==> src/rtl/core/socks_pkg.sv <==
// socks_pkg: shared types and codes for the socks5 request parser
// no dependencies; used by socks_step and socks5_request_parser
`timescale 1ns / 1ps

package socks_pkg;

   localparam int POS_W = 9;

   // address type codes on the wire
   localparam logic [7:0] ATYPE_IPV4   = 8'd1;
   localparam logic [7:0] ATYPE_DOMAIN = 8'd3;
   localparam logic [7:0] ATYPE_IPV6   = 8'd4;

   localparam logic [7:0] CMD_CONNECT = 8'd1;

   // result status codes
   localparam logic [2:0] ST_OK          = 3'd0;
   localparam logic [2:0] ST_BAD_ATYPE   = 3'd1;
   localparam logic [2:0] ST_IPV6        = 3'd2;
   localparam logic [2:0] ST_ZERO_ADDR   = 3'd3;
   localparam logic [2:0] ST_BAD_DOMAIN  = 3'd4;
   localparam logic [2:0] ST_BAD_CMD     = 3'd5;

   // result kinds
   localparam logic KIND_NAME  = 1'b0;
   localparam logic KIND_FINAL = 1'b1;

   // address kinds in results
   localparam logic AKIND_IPV4   = 1'b0;
   localparam logic AKIND_DOMAIN = 1'b1;

   // first byte after the header; last bytes of the ipv4, ipv6 and longest domain requests
   localparam logic [POS_W-1:0] POS_HDR_END  = 9'd4;
   localparam logic [POS_W-1:0] POS_IPV4_END = 9'd9;
   localparam logic [POS_W-1:0] POS_IPV6_END = 9'd21;
   localparam logic [POS_W-1:0] POS_MAX      = 9'd261;

   typedef struct packed {
      logic [POS_W-1:0] byte_pos;
      logic [7:0]       command_code;
      logic [7:0]       atype_code;
      logic [7:0]       domain_count;
      logic [31:0]      address_accum;
      logic [15:0]      port_accum;
      logic [7:0]       name_len_count;
      logic             zero_byte_seen;
   } parse_state_type;

   typedef struct packed {
      logic        kind;
      logic [2:0]  status;
      logic        addr_kind;
      logic [31:0] ipv4_addr;
      logic [15:0] dest_port;
      logic [7:0]  name_byte;
      logic [7:0]  name_length;
   } rsp_type;

endpackage

==> src/rtl/core/socks_step.sv <==
// socks_step: per-byte parse logic, next state and optional result
// depends on socks_pkg
`timescale 1ns / 1ps

module socks_step #(
   parameter int MAX_HOST_LEN = 128
) (
   input  socks_pkg::parse_state_type cur_state,
   input  logic [7:0]                 data_byte,
   input  logic                       restart,
   output socks_pkg::parse_state_type nxt_state,
   output logic                       emit,
   output socks_pkg::rsp_type         rsp
);

   localparam logic [socks_pkg::POS_W-1:0] HostLimit = socks_pkg::POS_W'(MAX_HOST_LEN);

   socks_pkg::parse_state_type st;
   logic [socks_pkg::POS_W-1:0] pos;
   logic [socks_pkg::POS_W-1:0] pos_inc;
   logic [socks_pkg::POS_W-1:0] name_end;
   logic [socks_pkg::POS_W-1:0] port_end;
   logic [31:0]                 addr_upd;
   logic [15:0]                 port_upd;
   logic                        too_long;

   always_comb begin
      st = restart ? '0 : cur_state;
      pos = st.byte_pos;
      pos_inc = pos + 9'd1;
      name_end = 9'd4 + {1'b0, st.domain_count};
      port_end = 9'd6 + {1'b0, st.domain_count};
      addr_upd = {st.address_accum[23:0], data_byte};
      port_upd = {st.port_accum[7:0], data_byte};
      too_long = {1'b0, st.domain_count} >= HostLimit;

      nxt_state = st;
      emit = 1'b0;
      rsp = '0;

      if (pos < socks_pkg::POS_HDR_END) begin
         if (pos == 9'd1) begin
            nxt_state.command_code = data_byte;
         end
         if (pos == 9'd3) begin
            nxt_state.atype_code = data_byte;
         end
         nxt_state.byte_pos = pos_inc;
      end else begin
         case (st.atype_code)
            socks_pkg::ATYPE_IPV4: begin
               if (pos <= 9'd7) begin
                  nxt_state.address_accum = addr_upd;
               end else begin
                  nxt_state.port_accum = port_upd;
               end
               if (pos < socks_pkg::POS_IPV4_END) begin
                  nxt_state.byte_pos = pos_inc;
               end else begin
                  emit = 1'b1;
                  rsp.kind = socks_pkg::KIND_FINAL;
                  rsp.addr_kind = socks_pkg::AKIND_IPV4;
                  rsp.ipv4_addr = st.address_accum;
                  rsp.dest_port = port_upd;
                  if (st.address_accum == '0 || port_upd == '0) begin
                     rsp.status = socks_pkg::ST_ZERO_ADDR;
                  end else if (st.command_code != socks_pkg::CMD_CONNECT) begin
                     rsp.status = socks_pkg::ST_BAD_CMD;
                  end else begin
                     rsp.status = socks_pkg::ST_OK;
                  end
                  nxt_state = '0;
               end
            end
            socks_pkg::ATYPE_IPV6: begin
               if (pos < socks_pkg::POS_IPV6_END) begin
                  nxt_state.byte_pos = pos_inc;
               end else begin
                  emit = 1'b1;
                  rsp.kind = socks_pkg::KIND_FINAL;
                  rsp.status = socks_pkg::ST_IPV6;
                  nxt_state = '0;
               end
            end
            socks_pkg::ATYPE_DOMAIN: begin
               if (pos == socks_pkg::POS_HDR_END) begin
                  nxt_state.domain_count = data_byte;
                  nxt_state.byte_pos = pos_inc;
               end else if (pos <= name_end) begin
                  nxt_state.byte_pos = pos_inc;
                  if (!too_long) begin
                     if (!st.zero_byte_seen) begin
                        if (data_byte == 8'd0) begin
                           nxt_state.zero_byte_seen = 1'b1;
                        end else begin
                           nxt_state.name_len_count = st.name_len_count + 8'd1;
                        end
                     end
                     emit = 1'b1;
                     rsp.kind = socks_pkg::KIND_NAME;
                     rsp.addr_kind = socks_pkg::AKIND_DOMAIN;
                     rsp.name_byte = data_byte;
                  end
               end else begin
                  nxt_state.port_accum = port_upd;
                  if (pos < port_end) begin
                     nxt_state.byte_pos = pos_inc;
                  end else begin
                     emit = 1'b1;
                     rsp.kind = socks_pkg::KIND_FINAL;
                     rsp.addr_kind = socks_pkg::AKIND_DOMAIN;
                     rsp.dest_port = port_upd;
                     if (too_long) begin
                        rsp.status = socks_pkg::ST_BAD_DOMAIN;
                     end else begin
                        rsp.status = (st.command_code != socks_pkg::CMD_CONNECT) ?
                                     socks_pkg::ST_BAD_CMD : socks_pkg::ST_OK;
                        rsp.name_length = st.name_len_count;
                     end
                     nxt_state = '0;
                  end
               end
            end
            default: begin
               emit = 1'b1;
               rsp.kind = socks_pkg::KIND_FINAL;
               rsp.status = socks_pkg::ST_BAD_ATYPE;
               nxt_state = '0;
            end
         endcase
      end
   end

endmodule

==> src/rtl/core/socks5_request_parser.sv <==
// socks5_request_parser: top level, input register, parse state and result register
// depends on socks_pkg and socks_step
`timescale 1ns / 1ps

// Parses a SOCKS5 connect request one byte per transaction and, while rsp_stall is
// low, sustains one byte per clock cycle. Each accepted byte lands in an input
// register; once the output register is free the parse logic updates the request
// state and, where the byte causes one, loads a result into the output register.
// Domain name bytes come out as kind 0 results as they arrive (none when the length
// is at or above MAX_HOST_LEN); each complete request ends with one kind 1 result
// carrying status and, where they apply, address kind, IPv4 address, port and name
// length up to the first zero byte. req_restart marks a byte as the first of a new
// request. The output register holds a result while rsp_stall is high; the input
// side stalls only when a byte is waiting and the output register cannot be freed.
module socks5_request_parser #(
   parameter int MAX_HOST_LEN = 128
) (
   input  logic        clock,
   input  logic        reset,
   // request byte channel
   input  logic        req_valid,
   output logic        req_stall,
   input  logic [7:0]  req_data_byte,
   input  logic        req_restart,
   // result channel
   output logic        rsp_valid,
   input  logic        rsp_stall,
   output logic        rsp_kind,
   output logic [2:0]  rsp_status,
   output logic        rsp_addr_kind,
   output logic [31:0] rsp_ipv4_addr,
   output logic [15:0] rsp_dest_port,
   output logic [7:0]  rsp_name_byte,
   output logic [7:0]  rsp_name_length
);

   // input register
   logic       in_valid_ff;
   logic       in_valid_in;
   logic [7:0] in_byte_ff;
   logic       in_restart_ff;

   // parse state
   socks_pkg::parse_state_type state_ff;
   socks_pkg::parse_state_type state_in;

   // result register
   logic               rsp_valid_ff;
   logic               rsp_valid_in;
   socks_pkg::rsp_type rsp_ff;

   socks_pkg::rsp_type step_rsp;
   logic               step_emit;
   logic               out_free;
   logic               advance;
   logic               req_take;

   socks_step #(
      .MAX_HOST_LEN(MAX_HOST_LEN)
   ) u_step (
      .cur_state (state_ff),
      .data_byte (in_byte_ff),
      .restart   (in_restart_ff),
      .nxt_state (state_in),
      .emit      (step_emit),
      .rsp       (step_rsp)
   );

   // output register can take a new result this cycle
   assign out_free  = !rsp_valid_ff || !rsp_stall;
   // held byte is processed this cycle
   assign advance   = in_valid_ff && out_free;
   assign req_stall = in_valid_ff && !out_free;
   assign req_take  = req_valid && !req_stall;

   always_comb begin
      if (req_take) begin
         in_valid_in = 1'b1;
      end else if (advance) begin
         in_valid_in = 1'b0;
      end else begin
         in_valid_in = in_valid_ff;
      end

      if (advance && step_emit) begin
         rsp_valid_in = 1'b1;
      end else if (rsp_valid_ff && !rsp_stall) begin
         rsp_valid_in = 1'b0;
      end else begin
         rsp_valid_in = rsp_valid_ff;
      end
   end

   always_ff @(posedge clock) begin
      if (reset) begin
         in_valid_ff  <= 1'b0;
         rsp_valid_ff <= 1'b0;
         state_ff     <= '0;
      end else begin
         in_valid_ff  <= in_valid_in;
         rsp_valid_ff <= rsp_valid_in;
         if (advance) begin
            state_ff <= state_in;
         end
      end
   end

   // payload registers, no reset
   always_ff @(posedge clock) begin
      if (req_take) begin
         in_byte_ff    <= req_data_byte;
         in_restart_ff <= req_restart;
      end
      if (advance && step_emit) begin
         rsp_ff <= step_rsp;
      end
   end

   assign rsp_valid       = rsp_valid_ff;
   assign rsp_kind        = rsp_ff.kind;
   assign rsp_status      = rsp_ff.status;
   assign rsp_addr_kind   = rsp_ff.addr_kind;
   assign rsp_ipv4_addr   = rsp_ff.ipv4_addr;
   assign rsp_dest_port   = rsp_ff.dest_port;
   assign rsp_name_byte   = rsp_ff.name_byte;
   assign rsp_name_length = rsp_ff.name_length;

   // input stalls only while a byte is held and the result register is blocked
   a_stall_cause: assert property (@(posedge clock) disable iff (reset)
      req_stall |-> (in_valid_ff && rsp_valid_ff && rsp_stall))
      else $error("input stalled without a blocked result");

   // byte position never runs past the longest domain request
   a_pos_bound: assert property (@(posedge clock) disable iff (reset)
      state_ff.byte_pos <= socks_pkg::POS_MAX)
      else $error("byte position out of range");

   // name byte transactions carry only the name byte and the domain address kind
   a_name_fields: assert property (@(posedge clock) disable iff (reset)
      (rsp_valid_ff && rsp_ff.kind == socks_pkg::KIND_NAME) |->
      (rsp_ff.addr_kind == socks_pkg::AKIND_DOMAIN && rsp_ff.status == socks_pkg::ST_OK &&
       rsp_ff.name_length == 8'd0 && rsp_ff.dest_port == 16'd0))
      else $error("name byte result with stray fields");

   // a final result always leaves the parser at the start of a request
   a_final_clears: assert property (@(posedge clock) disable iff (reset)
      (advance && step_emit && step_rsp.kind == socks_pkg::KIND_FINAL) |=>
      (state_ff.byte_pos == '0))
      else $error("state not cleared after final result");

endmodule

==> config.mk <==
export PLATFORM = sky130hd
export DESIGN_NAME = socks5_request_parser
export DESIGN_NICKNAME = d
export VERILOG_FILES = /design/src/rtl/core/socks_pkg.sv /design/src/rtl/core/socks_step.sv /design/src/rtl/core/socks5_request_parser.sv
export SDC_FILE = /design/constraint.sdc
export NUM_CORES = 1
export LEC_CHECK = 0
export BUFFER_PORTS_ARGS = -buffer_cell sky130_fd_sc_hd__clkbuf_2
export CAP_MARGIN = 5
export CORE_MARGIN = 10
export CORE_UTILIZATION = 35
export DETAILED_ROUTE_END_ITERATION = 8
export SLEW_MARGIN = 5
export SYNTH_ARGS = -nofsm -noshare
export SYNTH_HDL_FRONTEND = slang
export SYNTH_SLANG_ARGS = --single-unit
==> constraint.sdc <==
create_clock -name clock -period 8.9 [get_ports clock]
set_input_delay 0.89 -clock clock [delete_from_list [all_inputs] [get_ports clock]]
set_output_delay 0.89 -clock clock [all_outputs]
set_load 0.05 [all_outputs]
# ---- Word level (Yosys, flattened, before mapping)
# Cells that the tools add are included.
dict set report totals {
  register_bits 170
  input_bits 13
  word_cells 117
}
dict set report classes {
  addsub 4
  n_lt_le_gt_ge 7
  eq_ne 7
  n_mux 58
  bitwise 3
  reduce_logical 19
}
# op count
set op_table {}
lappend op_table {{$pmux W90 S3} 1}
lappend op_table {{$mux W81} 3}
lappend op_table {{$mux W90} 1}
lappend op_table {{$mux W72} 1}
lappend op_table {{$mux W8} 9}
lappend op_table {{$mux W9} 8}
lappend op_table {{$mux W65} 1}
lappend op_table {{$mux W16} 4}
lappend op_table {{$mux W32} 2}
lappend op_table {{$mux W57} 1}
lappend op_table {{$mux W53} 1}
lappend op_table {{$logic_not A32 Y1} 1}
lappend op_table {{$pmux W16 S2} 1}
lappend op_table {{$mux W25} 1}
lappend op_table {{$add A3 B8 Y9 const A} 2}
lappend op_table {{$logic_not A16 Y1} 1}
lappend op_table {{$mux W1} 14}
lappend op_table {{$mux W3} 4}
lappend op_table {{$pmux W4 S3} 1}
lappend op_table {{$mux W5} 2}
lappend op_table {{$add A9 B1 Y9 const B} 1}
lappend op_table {{$eq A9 B1 Y1 const B} 1}
lappend op_table {{$eq A9 B2 Y1 const B} 1}
lappend op_table {{$eq A9 B3 Y1 const B} 1}
lappend op_table {{24 further kinds} 35}

# ---- Logic depth before layout (Yosys ltp)
dict set report depth {
  ltp_word 10
  mapped_depth 18
}

# ---- Hierarchy
# A second synthesis with hierarchy kept.
dict set report hier_totals {
  cells_unflattened 980
  hier_area_um2 9673.0
}
# mod instances cells_per_inst area_per_inst_um2 seq_area_each_um2
set by_module_without_submodules {}
lappend by_module_without_submodules {socks5_request_parser 1 480 6538.8 4184.0}
lappend by_module_without_submodules {socks_step 1 500 3134.3 0.0}

# ---- Worst setup path after synthesis
# OpenSTA, ideal clock, no wires.
dict set report synth_timing {
  path_kind {register -> register}
  from {register in_restart_ff}
  to {register rsp_ff (netlist bit rsp_addr_kind) (enable)}
  setup_ns 0.497
  arrival_time_ns 6.008
  required_time_ns 8.403
  path_slack_ns 2.395
  path_stages_with_launch 13
  path_buffers 4
  path_cell_list {edfxtp_1 > clkbuf_1 > buf_1 > buf_1 > clkbuf_1 > nor2b_1 > ha_1 > nand2b_1 > a311oi_1 > o211ai_1 > nor3_1 > a311oi_1 > nor2_1}
}
dict set report synth_via {
  elab_chain_cells 9
  word_cells_on_any_way 22
}
# element line_no
set synth_rtl {}
lappend synth_rtl {{start, declared} socks5_request_parser.sv:41} ;# logic in_restart_ff;
lappend synth_rtl {{start signal, assigned} socks5_request_parser.sv:112} ;# in_restart_ff <= req_restart;
lappend synth_rtl {{$mux W90 (*)} socks_step.sv:28} ;# st = restart ? '0 : cur_state;
lappend synth_rtl {{$add A3 B8 Y9} socks_step.sv:32} ;# port_end = 9'd6 + {1'b0, st.domain_count};
lappend synth_rtl {{$lt A9 B9 Y1} socks_step.sv:106} ;# if (pos < port_end) begin
lappend synth_rtl {{$mux W1} socks_step.sv:106}
lappend synth_rtl {{$mux W1} socks_step.sv:89} ;# end else if (pos <= name_end) begin
lappend synth_rtl {{$mux W1} socks_step.sv:86} ;# if (pos == socks_pkg::POS_HDR_END) begin
lappend synth_rtl {{$pmux W1 S3} socks_step.sv:50} ;# case (st.atype_code)
lappend synth_rtl {{$mux W1 (*)} socks_step.sv:41} ;# if (pos < socks_pkg::POS_HDR_END) begin
lappend synth_rtl {{$logic_and A1 B1 Y1 (*)} socks5_request_parser.sv:114} ;# if (advance && step_emit) begin
lappend synth_rtl {{end signal, assigned} socks5_request_parser.sv:115} ;# rsp_ff <= step_rsp;
lappend synth_rtl {{end, declared} socks5_request_parser.sv:50} ;# socks_pkg::rsp_type rsp_ff;
# Every way passes the cells marked *; elsewhere a longest branch is shown, timed or not.
# A chain may end at the register's enable or synchronous reset.

# ---- Worst setup path in the final report
dict set report layout_timing {
  from {register in_restart_ff}
  to {register state_ff[47] (netlist bit)}
}
dict set report layout_via {
  elab_chain_cells 8
  word_cells_on_any_way 21
}
# element line_no
set layout_rtl {}
lappend layout_rtl {{$mux W90 (*)} socks_step.sv:28}
lappend layout_rtl {{$add A3 B8 Y9} socks_step.sv:32}
lappend layout_rtl {{$lt A9 B9 Y1} socks_step.sv:106}
lappend layout_rtl {{$mux W81} socks_step.sv:106}
lappend layout_rtl {{$mux W72} socks_step.sv:89}
lappend layout_rtl {{$mux W57} socks_step.sv:86}
lappend layout_rtl {{$pmux W90 S3} socks_step.sv:50}
lappend layout_rtl {{$mux W65 (*)} socks_step.sv:41}
lappend layout_rtl {{end signal, assigned} socks5_request_parser.sv:103} ;# state_ff <= state_in;
lappend layout_rtl {{end, declared} socks5_request_parser.sv:44} ;# socks_pkg::parse_state_type state_ff;
# Marks and branches as above.

==> impl_metrics.tcl <==
set metrics [dict create \
    routability_cong 0.905 \
    reg2regPathDepth 13 \
    top_level_ports 84 \
    detailedPlacementHpwl_um 14700 \
    power.density_cell_area_mw_per_mm2 171 \
    worst-r2r-setup-slack_ns 4.40 \
    clock_latency_ns 0.43 \
    routed_wire_length_per_instance_um 18.7 \
    syn_nets 807 \
    run_status "finished, final reports clean" \
    synth-seq-cells 162 \
    hold_path.class "register to register" \
    irDropWorstVdd_uv 119 \
    p_switching_mw 0.369 \
    clock_tree.buffer_depth 2 \
    finalHoldWorstSlack_ns 0.475 \
    routed_wl_um 21200 \
    syn2layout_area_growth_pct 15.9 \
    finalPower_mw 1.55 \
    grt.total_usage_pct 14.8 \
    setup_repair_after_global_routing_missed_its_margin "false" \
    crit_path_end_kind "register" \
    fin_skew_ns 0.0134 \
    critical_path.endpoint "state_ff[47]$_SDFFE_PP0P_" \
    commonest_cells_after_routing_fill_and_taps_aside "84 x sky130_fd_sc_hd__dfxtp_1, 83 x sky130_fd_sc_hd__clkbuf_2, 78 x sky130_fd_sc_hd__edfxtp_1" \
    pwr-share-comb_pct 2.4 \
    dr.first_iter.drc_count 497 \
    hold_buffers 0 \
    drc_errors 0 \
    worst_pin_slew_ns 1.16 \
    cap_violations 0 \
    core.rowCount 54 \
    pre_cts_ws_ns 4.48 \
    seqPwrFrac_pct 50.5 \
    route.detailed.vias_per_inst 5.58 \
    grt_remaining_overflow 0 \
    cell_internal_pwr_mw 1.19 \
    power.switching_fraction_pct 23.8 \
    fillCellCount 2125 \
    grt_max_degree 70 \
    yosysWarningCount 0 \
    number_of_iterations_in_the_first_detailed_routing_pass 6 \
    clock_slew_seen_by_the_registers_of_the_worst_setup_and_hold_paths_ns 0.07 \
    timing.critical_path.required_ns 9.23 \
    critical_path_arrival_ns 4.83 \
    die-height_um 170 \
    tns_ns 0 \
    route.vias.total 6338 \
    leakage_nw 3.50 \
    synth_enable_flop_cells 78 \
    root_buffer_cell "sky130_fd_sc_hd__clkbuf_16" \
    synth_cell_types 66 \
    core-area_mm2 0.0220 \
    postSynthAreaPerCell_um2 10.2 \
    most_common_cell_after_layout_fill_and_taps_aside "sky130_fd_sc_hd__dfxtp_1" \
    cts-htree-levels 4 \
    post_dp_cell_area_mm2 0.00851 \
    final_layout_size_suffix_gt1_share_pct 18.8 \
    startpoint_type "register" \
    grt_antenna_before_repair 0 \
    period_needed_ns 4.50 \
    setup.worst_path.start "in_restart_ff$_DFFE_PP_" \
    synth_cells 773 \
    commonest_register_cell_after_synthesis "sky130_fd_sc_hd__dfxtp_1" \
    timing.slew.headroom_pct 22.1 \
    report.final.slew_viol_count 0 \
    final_cell_area_mm2 0.00911 \
    drtAntennaViolNets 0 \
    crit_path_max_fanout 39 \
    synth.yosys.seq_area_share_pct 51.2 \
    ctsResizeCount 0 \
    diodes 0 \
    synth_async_sr_flop_share_pct 0 \
    p_clk_share_pct 47.1 \
    setup_viol 0 \
    finalHoldViolations 0 \
    finalWorstSetupSlack_ns 4.40 \
    die_x_um 170 \
    num-nets-final 876 \
    timing.setup.critical_path_class "register to register" \
    initial_core_util_pct 35.8 \
    mappedNetlistArea_mm2 0.00786 \
    cts.repair_timing.setup_buffer_count 0 \
    cts_sinks 162 \
    max_clock_freq_mhz 222 \
    part_of_the_cycle_the_worst_path_needs_pct 50.6 \
    number_of_global_route_vias_before_repair 6093 \
    critical_path.reg2reg.startpoint "in_restart_ff$_DFFE_PP_" \
    cts_tree "yes" \
    cts-buffers-inserted 17 \
    io_buffers 83 \
    die_area_mm2 0.0288 \
    grt_first_pass_wirelength_um 34100 \
    regToRegEndpoint "state_ff[47]$_SDFFE_PP0P_" \
]
==> per-stage QoR <==
stage               instances  util [%]
finish                   1135      41.5
global route             1135      41.5
CTS                      1135      41.5
detailed placement       1103      38.8
global placement         1103      38.8
floorplan                 773         -
==> worst min-delay path by stage <==
stage / start / endpoint / cells past startpoint
floorplan: state_ff[0]$_SDFFE_PP0P_ / state_ff[0]$_SDFFE_PP0P_ / 2
global placement: state_ff[57]$_SDFFE_PP0P_ / state_ff[57]$_SDFFE_PP0P_ / 1
detailed placement: state_ff[57]$_SDFFE_PP0P_ / state_ff[57]$_SDFFE_PP0P_ / 1
CTS: state_ff[57]$_SDFFE_PP0P_ / state_ff[57]$_SDFFE_PP0P_ / 1
global route: state_ff[57]$_SDFFE_PP0P_ / state_ff[57]$_SDFFE_PP0P_ / 1
finish: state_ff[57]$_SDFFE_PP0P_ / state_ff[57]$_SDFFE_PP0P_ / 1
==> worst max-delay path, cell delays in order, from the launching register on <==
cell and delay, ns:
sky130_fd_sc_hd__edfxtp_1 0.36, sky130_fd_sc_hd__buf_4 0.28, sky130_fd_sc_hd__nor3_1 0.40, sky130_fd_sc_hd__nand2_1 0.12
sky130_fd_sc_hd__xnor2_1 0.14, sky130_fd_sc_hd__nand2_1 0.07, sky130_fd_sc_hd__ha_1 0.31, sky130_fd_sc_hd__nand4_1 0.11
sky130_fd_sc_hd__or4_1 0.54, sky130_fd_sc_hd__o211ai_1 0.33, sky130_fd_sc_hd__nor2_1 0.27, sky130_fd_sc_hd__o211ai_1 0.25
sky130_fd_sc_hd__nand2_1 0.71, sky130_fd_sc_hd__a311oi_1 0.49
==> kinds of logic after synthesis <==
family,Yosys count,share of synthesized area [%]
DFF,162,51.2
buffers and inverters,58,3.25
adders and majority gates,21,3.34
AOI/OAI and AO/OA,213,19.3
xor gates and xnor gates,13,1.45
muxes,4,0.509
and+or+nand+nor,302,21.0
==> Yosys cell counts, types with 16 or more instances <==
cell type	count	area (um^2)
sky130_fd_sc_hd__nor2_1	57	214
sky130_fd_sc_hd__inv_1	16	60.1
sky130_fd_sc_hd__clkbuf_1	28	105
sky130_fd_sc_hd__and3_1	16	100
sky130_fd_sc_hd__nor4_1	17	106
sky130_fd_sc_hd__nor2b_1	21	131
sky130_fd_sc_hd__edfxtp_1	78	2340
sky130_fd_sc_hd__ha_1	21	263
sky130_fd_sc_hd__a22oi_1	18	135
sky130_fd_sc_hd__a211oi_2	20	250
sky130_fd_sc_hd__nand2_1	57	214
sky130_fd_sc_hd__dfxtp_1	84	1680
sky130_fd_sc_hd__nor3_1	16	80.1
sky130_fd_sc_hd__o21ai_0	24	120
sky130_fd_sc_hd__a21oi_1	74	370
sky130_fd_sc_hd__and2_1	50	313
sky130_fd_sc_hd__nand3_1	22	110
==> state kept, by name (all words and copies together) (netlist names) <==
signal / flops
in_restart_ff: 1
in_valid_ff: 1
in_byte_ff: 8
rsp_addr_kind: 1
rsp_kind: 1
rsp_ipv4_addr: 32
rsp_status: 3
rsp_name_length: 8
rsp_valid: 1
state_ff: 82
rsp_name_byte: 8
rsp_dest_port: 16
==> final cells by class <==
cell class                      instances  area, um^2  share of cell area [%]
Clock inverter                         15         169                    1.85
Tap cell                              280         350                    3.85
Sequential cell                       162        4020                    44.2
Inverter                               16        60.1                   0.659
Multi-Input combinational cell        553        3600                    39.5
Clock buffer                           17         425                    4.67
Timing Repair Buffer                   92         483                    5.30
==> layer usage <==
layer  vias to the layer above  part of all wire (%)  GRT usage [%]  wire [um]
li1                       3058                     -              -          -
met1                      3047                    46           19.9       9650
met4                         0                  0.89           4.31        189
met3                        11                   7.0           3.35       1480
met2                       222                    47           23.3       9880
met5                         -                     0              0          0
==> power by group through the flow <==
stage          Combinational [mW]  Sequential, mW  Clock [mW]
2_1_floorplan              0.0246           0.798           0
3_3_place_gp               0.0364           0.802           0
3_5_place_dp               0.0365           0.802           0
4_1_cts                    0.0365           0.786       0.746
5_1_grt                    0.0401           0.786       0.783
6_report                   0.0367           0.786       0.732
Note: power is estimated with default switching activity, not from simulation.
